===== config.mk =====
export PLATFORM = sky130hd
export DESIGN_NAME = roll_pitch_complementary_filter_core_flat
export DESIGN_NICKNAME = d
export VERILOG_FILES = /design/src/hdl/rpcf_pkg.sv /design/src/hdl/rpcf_intf.sv /design/src/hdl/rpcf_ctrl.sv /design/src/hdl/rpcf_datapath.sv /design/src/hdl/roll_pitch_complementary_filter_core.sv /design/src/flat_wrapper.sv
export SDC_FILE = /design/constraint.sdc
export NUM_CORES = 2
export LEC_CHECK = 0
export BUFFER_PORTS_ARGS = -buffer_cell sky130_fd_sc_hd__buf_2
export CORE_MARGIN = 1
export CORE_UTILIZATION = 40
export DETAILED_ROUTE_END_ITERATION = 16
export PLACE_DENSITY = 0.66
export SYNTH_ARGS = -nofsm -noshare
export SYNTH_HDL_FRONTEND = slang
export SYNTH_SLANG_ARGS = --single-unit

===== constraint.sdc =====
create_clock -name clk_i -period 30 [get_ports clk_i]
set_input_delay 1.5 -clock clk_i [delete_from_list [all_inputs] [get_ports clk_i]]
set_output_delay 1.5 -clock clk_i [all_outputs]
set_load 0.005 [all_outputs]

===== src/hdl/rpcf_pkg.sv =====
// Shared widths, constants, reset values and control structs of the roll/pitch filter.
`timescale 1ns / 1ps

package rpcf_pkg;

  function automatic int max2(input int a, input int b);
    return (a > b) ? a : b;
  endfunction

  // Fixed-point formats
  localparam int ALPHA_FRAC_BITS = 16;
  localparam int ANGLE_FRAC_BITS = 8;

  // Field and register widths
  localparam int ANG_W  = 24;
  localparam int RATE_W = 16;
  localparam int ACC_W  = 17;
  localparam int TIME_W = 32;
  localparam int BW_W   = 16;
  localparam int IV_W   = 20;
  localparam int SPK_W  = 16;
  localparam int CFG_W  = 20;
  localparam int CFG_IDX_W = 2;

  // Register indexes
  localparam logic [CFG_IDX_W-1:0] CFG_BLEND = 2'd0;
  localparam logic [CFG_IDX_W-1:0] CFG_IMIN  = 2'd1;
  localparam logic [CFG_IDX_W-1:0] CFG_IMAX  = 2'd2;
  localparam logic [CFG_IDX_W-1:0] CFG_SPIKE = 2'd3;

  // Register reset values
  localparam logic [BW_W-1:0]  BLEND_RST = 16'd64225;
  localparam logic [IV_W-1:0]  IMIN_RST  = 20'd2000;
  localparam logic [IV_W-1:0]  IMAX_RST  = 20'd50000;
  localparam logic [SPK_W-1:0] SPIKE_RST = 16'd11520;

  // Opcodes
  localparam logic OP_UPDATE  = 1'b0;
  localparam logic OP_RESTART = 1'b1;

  // Gyro increment: (|rate*dt| << ANGLE_FRAC_BITS + DIV/2) / DIV, DIV = 16 * 10^6.
  // DIV = 2^10 * 15625: drop 10 low bits, then divide by 15625 with a reciprocal
  // multiply that lands at most one low, followed by a remainder check.
  localparam int     DT_W      = IV_W;
  localparam int     MAG_W     = RATE_W - 1 + DT_W;
  localparam int     NUM_W     = MAG_W + ANGLE_FRAC_BITS + 1;
  localparam int     DIV_VAL   = 16 * 1000000;
  localparam int     HALF_DIV  = DIV_VAL / 2;
  localparam int     DIV_SH    = 10;
  localparam int     ODD_DIV   = DIV_VAL >> DIV_SH;
  localparam int     ODD_W     = $clog2(ODD_DIV);
  localparam int     NRM_W     = NUM_W - DIV_SH;
  localparam int     RCP_W     = NRM_W - ODD_W + 1;
  localparam longint RECIP     = (longint'(1) << NRM_W) / ODD_DIV;
  localparam int     Q_W       = RCP_W;
  localparam int     DIV_STEPS = 4;
  localparam int     CNT_W     = $clog2(DIV_STEPS);
  localparam int     INCR_W    = Q_W + 1;
  localparam int     PRED_W    = max2(ANG_W, INCR_W) + 1;

  // Blend arithmetic
  localparam int ONE_A   = 1 << ALPHA_FRAC_BITS;
  localparam int HALF_A  = 1 << (ALPHA_FRAC_BITS - 1);
  localparam int AEFF_W  = ALPHA_FRAC_BITS + 1;
  localparam int AC_W    = max2(BW_W, AEFF_W);
  localparam int MA_W    = max2(RATE_W, AEFF_W + 1);
  localparam int MB_W    = max2(max2(PRED_W, DT_W + 1), ANG_W);
  localparam int P_W     = MA_W + MB_W;
  localparam int SUM_W   = P_W + 2;

  localparam logic signed [ANG_W-1:0] ANG_MAX = {1'b0, {(ANG_W-1){1'b1}}};
  localparam logic signed [ANG_W-1:0] ANG_MIN = {1'b1, {(ANG_W-1){1'b0}}};

  // Controller to datapath commands
  typedef struct packed {
    logic load_in;
    logic check;
    logic mul_rate;
    logic load_lane;
    logic lane;
    logic div_step;
    logic div_fix;
    logic pred;
    logic mul_alpha;
    logic mul_accel;
    logic write_est;
    logic load_out;
    logic axis;
  } cmd_t;

  // Datapath to controller status
  typedef struct packed {
    logic restart;
    logic in_window;
  } stat_t;

endpackage


===== src/hdl/rpcf_intf.sv =====
// Valid/ready channel interfaces for the input word and the result word.
`timescale 1ns / 1ps

interface rpcf_in_if;
  logic                                valid;
  logic                                ready;
  logic                                opcode;
  logic [rpcf_pkg::TIME_W-1:0]         time_us;
  logic signed [rpcf_pkg::RATE_W-1:0]  roll_rate;
  logic signed [rpcf_pkg::RATE_W-1:0]  pitch_rate;
  logic signed [rpcf_pkg::ACC_W-1:0]   accel_roll;
  logic signed [rpcf_pkg::ACC_W-1:0]   accel_pitch;

  modport source (
    output valid, opcode, time_us, roll_rate, pitch_rate, accel_roll, accel_pitch,
    input  ready
  );
  modport sink (
    input  valid, opcode, time_us, roll_rate, pitch_rate, accel_roll, accel_pitch,
    output ready
  );
endinterface

interface rpcf_out_if;
  logic                               valid;
  logic                               ready;
  logic signed [rpcf_pkg::ANG_W-1:0]  roll_angle;
  logic signed [rpcf_pkg::ANG_W-1:0]  pitch_angle;
  logic                               accepted;

  modport source (
    output valid, roll_angle, pitch_angle, accepted,
    input  ready
  );
  modport sink (
    input  valid, roll_angle, pitch_angle, accepted,
    output ready
  );
endinterface


===== src/hdl/rpcf_ctrl.sv =====
// Sequencing state machine of the roll/pitch filter.
`timescale 1ns / 1ps

module rpcf_ctrl (
  input  logic                clk_i,
  input  logic                rst_ni,
  input  logic                in_valid_i,
  output logic                in_ready_o,
  output logic                out_valid_o,
  input  logic                out_ready_i,
  input  rpcf_pkg::stat_t     stat_i,
  output rpcf_pkg::cmd_t      cmd_o
);

  localparam logic [3:0] S_IDLE  = 4'd0;
  localparam logic [3:0] S_CHECK = 4'd1;
  localparam logic [3:0] S_MUL0  = 4'd2;
  localparam logic [3:0] S_MUL1  = 4'd3;
  localparam logic [3:0] S_LOAD1 = 4'd4;
  localparam logic [3:0] S_DIV   = 4'd5;
  localparam logic [3:0] S_PRED  = 4'd6;
  localparam logic [3:0] S_MULA  = 4'd7;
  localparam logic [3:0] S_MULB  = 4'd8;
  localparam logic [3:0] S_SUM   = 4'd9;
  localparam logic [3:0] S_DONE  = 4'd10;

  localparam logic [rpcf_pkg::CNT_W-1:0] CNT_LAST =
    rpcf_pkg::CNT_W'(rpcf_pkg::DIV_STEPS - 1);

  logic [3:0]                 state_q, state_d;
  logic [rpcf_pkg::CNT_W-1:0] cnt_q, cnt_d;
  logic                       axis_q, axis_d;
  logic                       out_valid_q, out_valid_d;

  always_comb begin
    state_d     = state_q;
    cnt_d       = cnt_q;
    axis_d      = axis_q;
    out_valid_d = out_valid_q && !out_ready_i;
    in_ready_o  = 1'b0;
    cmd_o       = '0;
    cmd_o.axis  = axis_q;
    case (state_q)
      S_IDLE: begin
        in_ready_o = 1'b1;
        if (in_valid_i) begin
          cmd_o.load_in = 1'b1;
          state_d       = S_CHECK;
        end
      end
      S_CHECK: begin
        cmd_o.check = 1'b1;
        if (stat_i.restart || !stat_i.in_window) begin
          state_d = S_DONE;
        end else begin
          state_d = S_MUL0;
        end
      end
      S_MUL0: begin
        cmd_o.mul_rate = 1'b1;
        cmd_o.axis     = 1'b0;
        state_d        = S_MUL1;
      end
      S_MUL1: begin
        // roll product goes to its divider lane while pitch is multiplied
        cmd_o.load_lane = 1'b1;
        cmd_o.lane      = 1'b0;
        cmd_o.mul_rate  = 1'b1;
        cmd_o.axis      = 1'b1;
        state_d         = S_LOAD1;
      end
      S_LOAD1: begin
        cmd_o.load_lane = 1'b1;
        cmd_o.lane      = 1'b1;
        cnt_d           = '0;
        state_d         = S_DIV;
      end
      S_DIV: begin
        // estimate roll, estimate pitch, then correct roll and pitch
        cmd_o.div_step = !cnt_q[1];
        cmd_o.div_fix  = cnt_q[1];
        cmd_o.lane     = cnt_q[0];
        cnt_d          = rpcf_pkg::CNT_W'(cnt_q + 1'b1);
        if (cnt_q == CNT_LAST) begin
          axis_d  = 1'b0;
          state_d = S_PRED;
        end
      end
      S_PRED: begin
        cmd_o.pred = 1'b1;
        state_d    = S_MULA;
      end
      S_MULA: begin
        cmd_o.mul_alpha = 1'b1;
        state_d         = S_MULB;
      end
      S_MULB: begin
        cmd_o.mul_accel = 1'b1;
        state_d         = S_SUM;
      end
      S_SUM: begin
        cmd_o.write_est = 1'b1;
        if (!axis_q) begin
          axis_d  = 1'b1;
          state_d = S_PRED;
        end else begin
          state_d = S_DONE;
        end
      end
      S_DONE: begin
        if (!out_valid_q || out_ready_i) begin
          cmd_o.load_out = 1'b1;
          out_valid_d    = 1'b1;
          state_d        = S_IDLE;
        end
      end
      default: begin
        state_d = S_IDLE;
      end
    endcase
  end

  always_ff @(posedge clk_i or negedge rst_ni) begin
    if (!rst_ni) begin
      state_q     <= S_IDLE;
      cnt_q       <= '0;
      axis_q      <= 1'b0;
      out_valid_q <= 1'b0;
    end else begin
      state_q     <= state_d;
      cnt_q       <= cnt_d;
      axis_q      <= axis_d;
      out_valid_q <= out_valid_d;
    end
  end

  assign out_valid_o = out_valid_q;

  a_accept_to_check: assert property (@(posedge clk_i) disable iff (!rst_ni)
    (in_valid_i && in_ready_o) |=> (state_q == S_CHECK))
    else $error("accepted word did not enter check");

  a_no_overwrite: assert property (@(posedge clk_i) disable iff (!rst_ni)
    cmd_o.load_out |-> (!out_valid_q || out_ready_i))
    else $error("result register overwritten before taken");

  a_out_after_load: assert property (@(posedge clk_i) disable iff (!rst_ni)
    cmd_o.load_out |=> out_valid_q)
    else $error("loaded result not presented");

  a_div_cmds: assert property (@(posedge clk_i) disable iff (!rst_ni)
    (cmd_o.div_step || cmd_o.div_fix) |-> (state_q == S_DIV && !(cmd_o.div_step && cmd_o.div_fix)))
    else $error("divider commands out of sequence");

endmodule


===== src/hdl/rpcf_datapath.sv =====
// Registers, shared multiplier, two-lane reciprocal divider and blend logic of the filter.
`timescale 1ns / 1ps

module rpcf_datapath (
  input  logic                                 clk_i,
  input  logic                                 rst_ni,
  input  rpcf_pkg::cmd_t                       cmd_i,
  output rpcf_pkg::stat_t                      stat_o,
  input  logic                                 cfg_we_i,
  input  logic [rpcf_pkg::CFG_IDX_W-1:0]       cfg_idx_i,
  input  logic [rpcf_pkg::CFG_W-1:0]           cfg_data_i,
  input  logic                                 opcode_i,
  input  logic [rpcf_pkg::TIME_W-1:0]          time_us_i,
  input  logic signed [rpcf_pkg::RATE_W-1:0]   roll_rate_i,
  input  logic signed [rpcf_pkg::RATE_W-1:0]   pitch_rate_i,
  input  logic signed [rpcf_pkg::ACC_W-1:0]    accel_roll_i,
  input  logic signed [rpcf_pkg::ACC_W-1:0]    accel_pitch_i,
  output logic signed [rpcf_pkg::ANG_W-1:0]    roll_angle_o,
  output logic signed [rpcf_pkg::ANG_W-1:0]    pitch_angle_o,
  output logic                                 accepted_o
);

  localparam int NRM_W = rpcf_pkg::NRM_W;
  localparam int Q_W   = rpcf_pkg::Q_W;
  localparam int ANG_W = rpcf_pkg::ANG_W;
  localparam int RP_W  = NRM_W + rpcf_pkg::RCP_W;
  localparam int BP_W  = Q_W + rpcf_pkg::ODD_W;
  localparam logic [rpcf_pkg::RCP_W-1:0] RECIP_C = rpcf_pkg::RCP_W'(rpcf_pkg::RECIP);
  localparam logic [rpcf_pkg::ODD_W-1:0] ODD_C   = rpcf_pkg::ODD_W'(rpcf_pkg::ODD_DIV);

  // configuration
  logic [rpcf_pkg::BW_W-1:0]  blend_q;
  logic [rpcf_pkg::IV_W-1:0]  imin_q, imax_q;
  logic [rpcf_pkg::SPK_W-1:0] spike_q;

  // latched input word
  logic                               op_q;
  logic [rpcf_pkg::TIME_W-1:0]        time_q;
  logic signed [rpcf_pkg::RATE_W-1:0] rate_q [2];
  logic signed [rpcf_pkg::ACC_W-1:0]  acc_q  [2];

  // filter state
  logic [rpcf_pkg::TIME_W-1:0] last_q;
  logic signed [ANG_W-1:0]     est_q [2];
  logic [rpcf_pkg::DT_W-1:0]   dt_q;
  logic                        ok_q;

  // arithmetic
  logic signed [rpcf_pkg::P_W-1:0]    prod_q, psum_q;
  logic signed [rpcf_pkg::PRED_W-1:0] pred_q;
  logic signed [ANG_W-1:0]            accsel_q;
  logic                               neg_q [2];
  logic [NRM_W-1:0]                   n_q   [2];
  logic [Q_W-1:0]                     q_q   [2];

  // result register
  logic signed [ANG_W-1:0] out_roll_q, out_pitch_q;
  logic                    out_ok_q;

  always_ff @(posedge clk_i or negedge rst_ni) begin
    if (!rst_ni) begin
      blend_q <= rpcf_pkg::BLEND_RST;
      imin_q  <= rpcf_pkg::IMIN_RST;
      imax_q  <= rpcf_pkg::IMAX_RST;
      spike_q <= rpcf_pkg::SPIKE_RST;
    end else if (cfg_we_i) begin
      case (cfg_idx_i)
        rpcf_pkg::CFG_BLEND: blend_q <= cfg_data_i[rpcf_pkg::BW_W-1:0];
        rpcf_pkg::CFG_IMIN:  imin_q  <= cfg_data_i[rpcf_pkg::IV_W-1:0];
        rpcf_pkg::CFG_IMAX:  imax_q  <= cfg_data_i[rpcf_pkg::IV_W-1:0];
        rpcf_pkg::CFG_SPIKE: spike_q <= cfg_data_i[rpcf_pkg::SPK_W-1:0];
        default: ;
      endcase
    end
  end

  // interval check, modulo 2^32
  logic [rpcf_pkg::TIME_W-1:0] diff;
  logic                        in_window, restart;

  assign diff      = time_q - last_q;
  assign in_window = (diff >= rpcf_pkg::TIME_W'(imin_q)) && (diff <= rpcf_pkg::TIME_W'(imax_q));
  assign restart   = (op_q == rpcf_pkg::OP_RESTART);

  always_comb begin
    stat_o           = '0;
    stat_o.restart   = restart;
    stat_o.in_window = in_window;
  end

  // clamped alpha and its complement
  logic [rpcf_pkg::AC_W-1:0]   blend_ext;
  logic [rpcf_pkg::AEFF_W-1:0] a_eff, one_m_a;

  assign blend_ext = rpcf_pkg::AC_W'(blend_q);
  assign a_eff     = (blend_ext > rpcf_pkg::AC_W'(rpcf_pkg::ONE_A)) ?
                     rpcf_pkg::AEFF_W'(rpcf_pkg::ONE_A) : rpcf_pkg::AEFF_W'(blend_ext);
  assign one_m_a   = rpcf_pkg::AEFF_W'(rpcf_pkg::ONE_A) - a_eff;

  // shared multiplier operand select
  logic signed [rpcf_pkg::MA_W-1:0] mul_a;
  logic signed [rpcf_pkg::MB_W-1:0] mul_b;

  always_comb begin
    mul_a = rpcf_pkg::MA_W'(rate_q[cmd_i.axis]);
    mul_b = $signed(rpcf_pkg::MB_W'(dt_q));
    if (cmd_i.mul_alpha) begin
      mul_a = $signed(rpcf_pkg::MA_W'(a_eff));
      mul_b = rpcf_pkg::MB_W'(pred_q);
    end else if (cmd_i.mul_accel) begin
      mul_a = $signed(rpcf_pkg::MA_W'(one_m_a));
      mul_b = rpcf_pkg::MB_W'(accsel_q);
    end
  end

  // dividend for a lane: |product| scaled to angle units plus half the divisor
  logic                             prod_neg;
  logic signed [rpcf_pkg::P_W-1:0]  prod_abs;
  logic [rpcf_pkg::NUM_W-1:0]       num;

  assign prod_neg = prod_q[rpcf_pkg::P_W-1];
  assign prod_abs = prod_neg ? -prod_q : prod_q;
  assign num = rpcf_pkg::NUM_W'({prod_abs[rpcf_pkg::MAG_W-1:0],
                                 {rpcf_pkg::ANGLE_FRAC_BITS{1'b0}}}) +
               rpcf_pkg::NUM_W'(rpcf_pkg::HALF_DIV);

  // lane quotient by 15625: reciprocal estimate (at most one low), then remainder check
  logic [NRM_W-1:0] n_sel;
  logic [Q_W-1:0]   q_sel;
  logic [RP_W-1:0]  rcp_prod;
  logic [BP_W-1:0]  back_prod;
  logic [NRM_W-1:0] rem;
  logic             rem_hi;

  assign n_sel     = n_q[cmd_i.lane];
  assign q_sel     = q_q[cmd_i.lane];
  assign rcp_prod  = RP_W'(n_sel) * RP_W'(RECIP_C);
  assign back_prod = BP_W'(q_sel) * BP_W'(ODD_C);
  assign rem       = n_sel - back_prod[NRM_W-1:0];
  assign rem_hi    = (rem >= NRM_W'(rpcf_pkg::ODD_DIV));

  // prediction and spike check for the selected axis
  logic signed [ANG_W-1:0]            est_sel;
  logic signed [rpcf_pkg::INCR_W-1:0] q_s, incr;
  logic signed [ANG_W+1:0]            sdiff;
  logic [ANG_W+1:0]                   adiff;
  logic                               spike_hit;

  assign est_sel   = est_q[cmd_i.axis];
  assign q_s       = $signed({1'b0, q_q[cmd_i.axis]});
  assign incr      = neg_q[cmd_i.axis] ? -q_s : q_s;
  assign sdiff     = (ANG_W + 2)'(acc_q[cmd_i.axis]) - (ANG_W + 2)'(est_sel);
  assign adiff     = sdiff[ANG_W+1] ? (ANG_W + 2)'(-sdiff) : sdiff;
  assign spike_hit = adiff > (ANG_W + 2)'(spike_q);

  // blend, round half up, saturate
  logic signed [rpcf_pkg::SUM_W-1:0] sum, sh;
  logic signed [ANG_W-1:0]           blend_new;

  assign sum = rpcf_pkg::SUM_W'(psum_q) + rpcf_pkg::SUM_W'(prod_q) +
               rpcf_pkg::SUM_W'(rpcf_pkg::HALF_A);
  assign sh  = sum >>> rpcf_pkg::ALPHA_FRAC_BITS;

  always_comb begin
    if (sh > rpcf_pkg::SUM_W'(rpcf_pkg::ANG_MAX)) begin
      blend_new = rpcf_pkg::ANG_MAX;
    end else if (sh < rpcf_pkg::SUM_W'(rpcf_pkg::ANG_MIN)) begin
      blend_new = rpcf_pkg::ANG_MIN;
    end else begin
      blend_new = $signed(sh[ANG_W-1:0]);
    end
  end

  // architectural state
  always_ff @(posedge clk_i or negedge rst_ni) begin
    if (!rst_ni) begin
      last_q   <= '0;
      est_q[0] <= '0;
      est_q[1] <= '0;
    end else begin
      if (cmd_i.check) begin
        last_q <= time_q;
        if (restart) begin
          est_q[0] <= '0;
          est_q[1] <= '0;
        end
      end
      if (cmd_i.write_est) begin
        est_q[cmd_i.axis] <= blend_new;
      end
    end
  end

  // payload and working registers
  always_ff @(posedge clk_i) begin
    if (cmd_i.load_in) begin
      op_q     <= opcode_i;
      time_q   <= time_us_i;
      rate_q[0] <= roll_rate_i;
      rate_q[1] <= pitch_rate_i;
      acc_q[0]  <= accel_roll_i;
      acc_q[1]  <= accel_pitch_i;
    end
    if (cmd_i.check) begin
      dt_q <= diff[rpcf_pkg::DT_W-1:0];
      ok_q <= !restart && in_window;
    end
    if (cmd_i.mul_rate || cmd_i.mul_alpha || cmd_i.mul_accel) begin
      prod_q <= mul_a * mul_b;
    end
    if (cmd_i.mul_accel) begin
      psum_q <= prod_q;
    end
    if (cmd_i.load_lane) begin
      neg_q[cmd_i.lane] <= prod_neg;
      n_q[cmd_i.lane]   <= num[rpcf_pkg::NUM_W-1:rpcf_pkg::DIV_SH];
    end
    if (cmd_i.div_step) begin
      q_q[cmd_i.lane] <= rcp_prod[RP_W-1:NRM_W];
    end
    if (cmd_i.div_fix && rem_hi) begin
      q_q[cmd_i.lane] <= Q_W'(q_sel + 1'b1);
    end
    if (cmd_i.pred) begin
      pred_q   <= rpcf_pkg::PRED_W'(est_sel) + rpcf_pkg::PRED_W'(incr);
      accsel_q <= spike_hit ? est_sel : ANG_W'(acc_q[cmd_i.axis]);
    end
    if (cmd_i.load_out) begin
      out_roll_q  <= est_q[0];
      out_pitch_q <= est_q[1];
      out_ok_q    <= ok_q;
    end
  end

  assign roll_angle_o  = out_roll_q;
  assign pitch_angle_o = out_pitch_q;
  assign accepted_o    = out_ok_q;

endmodule


===== src/hdl/roll_pitch_complementary_filter_core.sv =====
// Top level of the roll/pitch complementary filter: controller, datapath and channel wiring.
`timescale 1ns / 1ps

// Roll/pitch complementary filter. Each input word is a restart (zero both
// angles, latch the timestamp) or an update (gyro rates plus accel angles with
// a microsecond timestamp). Every word yields exactly one result word with
// both angles in 1/256 degree, signed 24 bit saturating, and an accepted flag
// that is set only when an update fell inside the configured interval window.
// A restart or a rejected update goes from acceptance through the check
// step to the result load; an applied update runs accept, check, the rate multiplies
// and divider lane loads, the divide steps (estimate roll, estimate pitch, then
// correct roll and pitch), then predict, alpha multiply, accel multiply and sum per
// axis, and a result load. This sequence is set by the division of rate * interval
// by the constant 16e6 (a reciprocal multiply per axis, then a one-step remainder
// correction per axis) and by the single shared multiplier that serves the gyro
// products and the blend. The result sits in an output register, so a new word is
// accepted while the previous result still waits to be taken; the block stalls in its
// final step only when a second result is ready before the first has gone.
// Configuration writes are registered and must only be issued while the block is idle.

module roll_pitch_complementary_filter_core (
  input  logic                           clk_i,
  input  logic                           rst_ni,
  input  logic                           cfg_we_i,
  input  logic [rpcf_pkg::CFG_IDX_W-1:0] cfg_idx_i,
  input  logic [rpcf_pkg::CFG_W-1:0]     cfg_data_i,
  rpcf_in_if.sink                        in_i,
  rpcf_out_if.source                     out_o
);

  rpcf_pkg::cmd_t  cmd;
  rpcf_pkg::stat_t stat;

  // sequencing: owns handshake, step counter and axis select
  rpcf_ctrl u_ctrl (
    .clk_i       (clk_i),
    .rst_ni      (rst_ni),
    .in_valid_i  (in_i.valid),
    .in_ready_o  (in_i.ready),
    .out_valid_o (out_o.valid),
    .out_ready_i (out_o.ready),
    .stat_i      (stat),
    .cmd_o       (cmd)
  );

  // arithmetic, filter state, configuration and result register
  rpcf_datapath u_datapath (
    .clk_i         (clk_i),
    .rst_ni        (rst_ni),
    .cmd_i         (cmd),
    .stat_o        (stat),
    .cfg_we_i      (cfg_we_i),
    .cfg_idx_i     (cfg_idx_i),
    .cfg_data_i    (cfg_data_i),
    .opcode_i      (in_i.opcode),
    .time_us_i     (in_i.time_us),
    .roll_rate_i   (in_i.roll_rate),
    .pitch_rate_i  (in_i.pitch_rate),
    .accel_roll_i  (in_i.accel_roll),
    .accel_pitch_i (in_i.accel_pitch),
    .roll_angle_o  (out_o.roll_angle),
    .pitch_angle_o (out_o.pitch_angle),
    .accepted_o    (out_o.accepted)
  );

endmodule


===== src/flat_wrapper.sv =====
// flat-port wrapper written by rule: the top's interface ports become plain ports
module roll_pitch_complementary_filter_core_flat 
  (clk_i, rst_ni, cfg_we_i, cfg_idx_i, cfg_data_i, in_i_valid, in_i_opcode, in_i_time_us, in_i_roll_rate, in_i_pitch_rate, in_i_accel_roll, in_i_accel_pitch, in_i_ready, out_o_valid, out_o_roll_angle, out_o_pitch_angle, out_o_accepted, out_o_ready);
  rpcf_in_if in_i_i ();
  rpcf_out_if out_o_i ();
  input  logic clk_i;
  input  logic rst_ni;
  input  logic cfg_we_i;
  input  logic [rpcf_pkg::CFG_IDX_W-1:0] cfg_idx_i;
  input  logic [rpcf_pkg::CFG_W-1:0] cfg_data_i;
  input wire logic [$bits(in_i_i.valid)-1:0] in_i_valid;
  input wire logic [$bits(in_i_i.opcode)-1:0] in_i_opcode;
  input wire logic [$bits(in_i_i.time_us)-1:0] in_i_time_us;
  input wire logic [$bits(in_i_i.roll_rate)-1:0] in_i_roll_rate;
  input wire logic [$bits(in_i_i.pitch_rate)-1:0] in_i_pitch_rate;
  input wire logic [$bits(in_i_i.accel_roll)-1:0] in_i_accel_roll;
  input wire logic [$bits(in_i_i.accel_pitch)-1:0] in_i_accel_pitch;
  output wire logic [$bits(in_i_i.ready)-1:0] in_i_ready;
  output wire logic [$bits(out_o_i.valid)-1:0] out_o_valid;
  output wire logic [$bits(out_o_i.roll_angle)-1:0] out_o_roll_angle;
  output wire logic [$bits(out_o_i.pitch_angle)-1:0] out_o_pitch_angle;
  output wire logic [$bits(out_o_i.accepted)-1:0] out_o_accepted;
  input wire logic [$bits(out_o_i.ready)-1:0] out_o_ready;
  assign in_i_i.valid = in_i_valid;
  assign in_i_i.opcode = in_i_opcode;
  assign in_i_i.time_us = in_i_time_us;
  assign in_i_i.roll_rate = in_i_roll_rate;
  assign in_i_i.pitch_rate = in_i_pitch_rate;
  assign in_i_i.accel_roll = in_i_accel_roll;
  assign in_i_i.accel_pitch = in_i_accel_pitch;
  assign in_i_ready = in_i_i.ready;
  assign out_o_valid = out_o_i.valid;
  assign out_o_roll_angle = out_o_i.roll_angle;
  assign out_o_pitch_angle = out_o_i.pitch_angle;
  assign out_o_accepted = out_o_i.accepted;
  assign out_o_i.ready = out_o_ready;
  roll_pitch_complementary_filter_core u_core (.clk_i(clk_i), .rst_ni(rst_ni), .cfg_we_i(cfg_we_i), .cfg_idx_i(cfg_idx_i), .cfg_data_i(cfg_data_i), .in_i(in_i_i), .out_o(out_o_i));
endmodule

Yosys cells after proc, flatten, opt, wreduce, memory -nomap -nowiden

Memories as Yosys holds them, arrays and structs flattened.
Index checks and enable logic that the tools add are counted.

Bits in registers: 398
RAM bits: 178
Memories kept: 5

Memory list:

| name                     | words | width | rd ports | clocked after Yosys merged registers in | write ports | RTL line            | RTL |
|---|---|---|---|---|---|---|---|
| u_core.u_datapath.n_q    | 2     | 34    | 1        | 0                                       | 1           | rpcf_datapath.sv:53 | `logic [NRM_W-1:0] n_q [2];` |
| u_core.u_datapath.q_q    | 2     | 21    | 2        | 0                                       | 1           | rpcf_datapath.sv:54 | `logic [Q_W-1:0] q_q [2];` |
| u_core.u_datapath.acc_q  | 2     | 17    | 1        | 0                                       | 2           | rpcf_datapath.sv:40 | `logic signed [rpcf_pkg::ACC_W-1:0] acc_q [2];` |
| u_core.u_datapath.rate_q | 2     | 16    | 1        | 0                                       | 2           | rpcf_datapath.sv:39 | `logic signed [rpcf_pkg::RATE_W-1:0] rate_q [2];` |
| u_core.u_datapath.neg_q  | 2     | 1     | 1        | 0                                       | 1           | rpcf_datapath.sv:52 | `logic neg_q [2];` |

Add/sub/neg operators: 13
Multipliers: 3
$lt $le $gt $ge: 9
Equality and inequality tests: 17
Multiplexer cells: 55
Bitwise gates (word level): 2
Reductions and logical operators: 26

Operator list:

| kind                   | count |
|---|---|
| $mux 24                | 7 |
| $mux 48                | 3 |
| $mul 34x21->55 const B | 1 |
| $mux 25                | 2 |
| $bwmux 48              | 1 |
| $add 44x17->45 const B | 1 |
| $add 43x23->44 const B | 1 |
| $add 43x43->44         | 1 |
| $pmux 4 s11            | 1 |
| $mul 18x25->43         | 1 |
| $mux 18                | 2 |
| $mux 35                | 1 |
| $neg 35->35            | 1 |
| $ge 34x14->1 const B   | 1 |
| $mul 21x14->34 const B | 1 |
| $sub 34x34->34         | 1 |
| $ge 32x20->1           | 1 |
| $le 32x20->1           | 1 |
| $sub 32x32->32         | 1 |
| $gt 29x24->1 const B   | 1 |
| $lt 29x24->1 const B   | 1 |
| $gt 26x16->1           | 1 |
| $mux 26                | 1 |
| $neg 25->26            | 1 |
| 36 further kinds       | 91 |

Longest topological paths before layout

Depth after elaboration: 11
Mapped depth: 37
Gate-level depth less buffers: 34

By module

From an unflattened synthesis, not the netlist that was laid out.

Cell total of the unflattened synthesis: 6609
Area total of the unflattened synthesis: 66577.6 um^2

By module, submodules not included:

| module        | instances | cells an instance | area each (um^2) |
|---|---|---|---|
| rpcf_datapath | 1         | 6535              | 65977.0 |
| rpcf_ctrl     | 1         | 74                | 600.6 |

Worst setup path before layout

Ideal clock, no wire load.

Kind: reg-to-reg
Start: reg u_core.u_ctrl.state_q[2]
End: reg u_core.u_datapath.prod_q[41] (netlist bit), data pin
Arrival time: 9.265 ns
Slack: 20.477 ns
Stages on the path, launching flop included: 33
Buffers on the path: 6
Cells stage by stage: dfrtp_1 -> clkbuf_1 -> inv_1 -> nand2_1 -> or3_1 -> clkbuf_1 -> inv_1 -> clkbuf_1 -> clkbuf_1 -> buf_1 -> a22o_1 -> clkbuf_1 -> nand2_1 -> fa_1 -> inv_1 -> fa_1 -> inv_1 -> fa_1 -> inv_1 -> fa_1 -> fa_1 -> fa_1 -> ha_1 -> a21o_1 -> a21o_1 -> a21oi_1 -> o21ai_0 -> a2111oi_0 -> nor3_1 -> nor3_1 -> nor2_1 -> a31oi_1 -> xnor2_1

Word-level cells in the longest chain between the ends: 6
Elaborated cells on any way between the ends: 13
Classes of those cells: 1 x mul; 4 x eq/ne; 7 x mux; 1 x memory

RTL lines:

| what                     | RTL line             | RTL |
|---|---|---|
| start: declaration       | rpcf_ctrl.sv:30      | `logic [3:0] state_q, state_d;` |
| start signal: assignment | rpcf_ctrl.sv:130     | `state_q <= state_d;` |
| $eq 4x2->1               | rpcf_ctrl.sv:43      | `case (state_q)` |
| $pmux 1 s2               | rpcf_ctrl.sv:43      |  |
| $mem_v2 2x16             | n/a                  |  |
| $mux 18                  | rpcf_datapath.sv:110 | `end else if (cmd_i.mul_accel) begin` |
| $mux 18                  | rpcf_datapath.sv:107 | `if (cmd_i.mul_alpha) begin` |
| $mul 18x25->43 (*)       | rpcf_datapath.sv:209 | `prod_q <= mul_a * mul_b;` |
| end signal: assignment   | rpcf_datapath.sv:209 |  |
| end: declaration         | rpcf_datapath.sv:49  | `logic signed [rpcf_pkg::P_W-1:0] prod_q, psum_q;` |

Mark *: on every way between the ends. The rest lies on a longest branch, timed or not.
A chain may end at the register's enable or synchronous reset.

Worst setup path in the final report

Start: reg u_core.u_ctrl.state_q[2]
End: mem u_core.u_datapath.q_q[0][20] (netlist bit), data pin

Word-level cells in the longest chain between the ends: 10
Elaborated cells on any way between the ends: 15
Classes of those cells: 2 x add/sub; 2 x mul; 1 x order compare; 2 x eq/ne; 5 x mux; 1 x reduce/logical; 2 x memory

RTL lines:

| what                         | RTL line             | RTL |
|---|---|---|
| $eq 4x3->1                   | rpcf_ctrl.sv:43      |  |
| $pmux 1 s2                   | rpcf_ctrl.sv:43      |  |
| $mem_v2 2x21                 | n/a                  |  |
| $mul 21x14->34               | rpcf_datapath.sv:138 | `assign back_prod = BP_W'(q_sel) * BP_W'(ODD_C);` |
| $sub 34x34->34               | rpcf_datapath.sv:139 | `assign rem = n_sel - back_prod[NRM_W-1:0];` |
| $ge 34x14->1                 | rpcf_datapath.sv:140 | `assign rem_hi = (rem >= NRM_W'(rpcf_pkg::ODD_DIV));` |
| $logic_and 1x1->1            | rpcf_datapath.sv:221 | `if (cmd_i.div_fix && rem_hi) begin` |
| $mux 1                       | rpcf_datapath.sv:221 |  |
| $mux 1 (not written as such) | rpcf_datapath.sv:222 | `q_q[cmd_i.lane] <= Q_W'(q_sel + 1'b1);` |
| $mux 21 (no source line) (*) | n/a                  |  |
| end: declaration             | rpcf_datapath.sv:54  |  |

Marks and branches as above.

==> reports/qor.yml <==
yosys:
  synthCells: 6678
  async_flop_share_pct: 27.8
  post-synth-top-count-cell: "inv_1"
  syn_avg_cell_area_um2: 9.99
  synthTopCellsByCount: "inv_1, fa_1, ha_1"
  yosysTopAreaCell: "fa_1"
  syn_nets: 8371
  syn_area_um2: 66700
  yosysWarningCount: 0
  synth_cell_types: 97
  synth.ff_latch_count: 576
  yosysSeqAreaShare_pct: 24.8
  synth_top_area_share_pct: 25.7
  synth_edf_count: 416
  yosys-top-cells-area: "fa_1, edfxtp_1, ha_1"
  synthFlopType: "edfxtp_1"
drt:
  wirelength_mm: 189
  drtIter0Drc: 3674
  routedWlPerCell_um: 20.8
  dr_total_vias: 48700
  via_per_inst: 5.37
  dr.pass1.iters: 14
  drc: 0
  ant_nets: 0
clocking:
  cts_resized: 0
  cts_buffer_depth: 3
  cts.sinks: 576
  clk_pin_slew_ps: 60
  cts_tree: "done"
  htree_levels: 3
  numCtsBuffers: 69
  postCtsSetupBuffers: 0
  ctsHoldBuffers: 0
  worstSkewPairLatency_ps: 700
  root_buffer: "clkbuf_16"
finish:
  drive_above_1_share_pct: 8.30
  nNetsFinal: 8512
  final_cells: 9067
  syn2layout_area_growth_pct: 9.09
  post-route-cell-area_um2: 72800
die:
  rows: 149
  die_w_um: 410
  die_h_um: 410
  boundaryPins: 177
  start_util_pct: 40.4
  core-area_um2: 165000
  dieArea_um2: 168000
outcome:
  outcome: "completed"
critical_path:
  crit_type: "flip-flop to flip-flop"
  regToRegEndpoint: "u_core.u_datapath.q_q[0][20]"
  arrival_ps: 11290
  startpoint: "u_core.u_ctrl.state_q[2]"
  slowest_delay_ps: 1110
  critPathMaxFanout: 30
  worst-r2r-cell-count: 30
  cp-endpoint: "u_core.u_datapath.q_q[0][20]"
  endpoint_kind: "flip-flop"
  crit_top_cell: "inv_1"
  cp_slowest_cell: "mux2i_1"
  rrSetupSlack_ps: 19110
  cp-start-kind: "flip-flop"
  required_ps: 30400
  timing.rr.start: "u_core.u_ctrl.state_q[2]"
placed_design:
  place_inst: 8937
  dpl_cell_area_um2: 70300
  preCtsSetupSlack_ps: 19250
  dp_hpwl_mm: 156
  numPortBuffers: 176
  gp_congestion: 0.971
timing:
  setup_ws_ps: 19110
  skew_ps: 40.0
  worstMarginPinSlew_ps: 1470
  period_share_pct: 36.3
  maxSlewHeadroom_pct: 1.61
  setup_viol_count_final: 0
  fin_tns_setup_ps: 0
  max_freq_mhz: 91.9
  period_minus_slack_ps: 10890
  rsz0062_at_grt: "false"
  hold_violations: 0
  drv_slew: 0
global_routing:
  grt_usage_pct: 22.9
  grt_pass1_vias: 51100
  grt_max_degree: 87
  antenna_found_initial: 14
  overflow: 0
  grt_pass1_wl_mm: 296
worst_hold_path:
  hold_path.class: "flip-flop to flip-flop"
job:
  drv_cap: 0
==> layout make-up <==
| cell class | count | area (um^2) |
|---|---|---|
| Fill cell | 15700 | 92400 |
| Multi-Input combinational cell | 4598 | 44600 |
| Sequential cell | 576 | 16500 |
| Inverter | 1324 | 4970 |
| Tap cell | 2189 | 2740 |
| Clock buffer | 83 | 1810 |
| Timing Repair Buffer | 250 | 1440 |
| Clock inverter | 45 | 644 |
| Antenna cell | 2 | 5.00 |
==> per-layer routing <==
metal / share of wire (%) / global-route usage, %
met1: 40 / 28.4
met2: 48 / 38.4
met3: 7.2 / 4.25
met4: 5.0 / 10.3
met5: 0.034 / 0
==> metrics by stage <==
stage               utilization (%)  hold WS (ps)
floorplan                         -           400
global placement               42.6           410
detailed placement             42.6           418
CTS                            44.1           424
global route                   44.1           439
finish                         44.1           428
==> logic make-up (layout without fill, tap and decap cells) <==
family	Yosys count	after routing	share of synthesized area, %
DFF	576	576	24.8
adders and majority gates	1568	1568	39.0
buffers and inverters	1504	1702	8.56
xor gates and xnor gates	307	307	4.04
muxes	241	241	3.86
and+or+nand+nor	1515	1515	10.4
AOI/OAI and AO/OA	967	967	9.35
other	0	2	0
==> flip-flops by register name, indices dropped and copies added, names as in the netlist, 25 cells and up <==
name                      flops
u_core.u_datapath.psum_q     43
u_core.u_datapath.prod_q     43
u_core.u_datapath.acc_q      34
u_core.u_datapath.pred_q     25
u_core.u_datapath.time_q     32
u_core.u_datapath.n_q        68
u_core.u_datapath.rate_q     32
u_core.u_datapath.est_q      48
u_core.u_datapath.q_q        42
u_core.u_datapath.last_q     32
==> critical path, delay by kind of cell (launching register included) <==
kind,cells,cell delay [ps]
adder cells (fa/ha/maj),8,3580
buffers and inverters,8,940
multiplexers,2,1220
XOR/XNOR,1,150
AO/OA/AOI/OAI,8,3060
AND/OR/NAND/NOR,3,1010
flip-flops,1,580
==> how the worst min path moves through the flow <==
stage,from,slack [ps],end,cells after the start
6_report,u_core.u_datapath.ok_q,430,u_core.u_datapath.accepted_o,0
5_1_grt,u_core.u_datapath.ok_q,440,u_core.u_datapath.accepted_o,0
4_1_cts,u_core.u_datapath.ok_q,420,u_core.u_datapath.accepted_o,0
3_5_place_dp,u_core.u_datapath.ok_q,420,u_core.u_datapath.accepted_o,0
3_3_place_gp,u_core.u_datapath.ok_q,410,u_core.u_datapath.accepted_o,0
2_1_floorplan,u_core.u_datapath.ok_q,400,u_core.u_datapath.accepted_o,0
==> cells in the final DEF, fill, tap and decap left out, drive strengths merged, types with 37 or more instances in the layout <==
cell type,instances
or3,37
mux2i,144
fa,855
buf,250
clkbuf,83
mux2,97
nand3,73
nor2,357
nand2b,41
o21a,39
and2,53
a31oi,41
inv,1334
nor2b,40
ha,712
a21oi,232
nor3,75
xnor2,211
nand4,45
edfxtp,416
nand2,651
dfrtp,134
o21ai,244
a21o,115
xor2,96
Power is not shown: default switching activity piles up to over one toggle a cycle in this logic, so the estimate is an artifact.
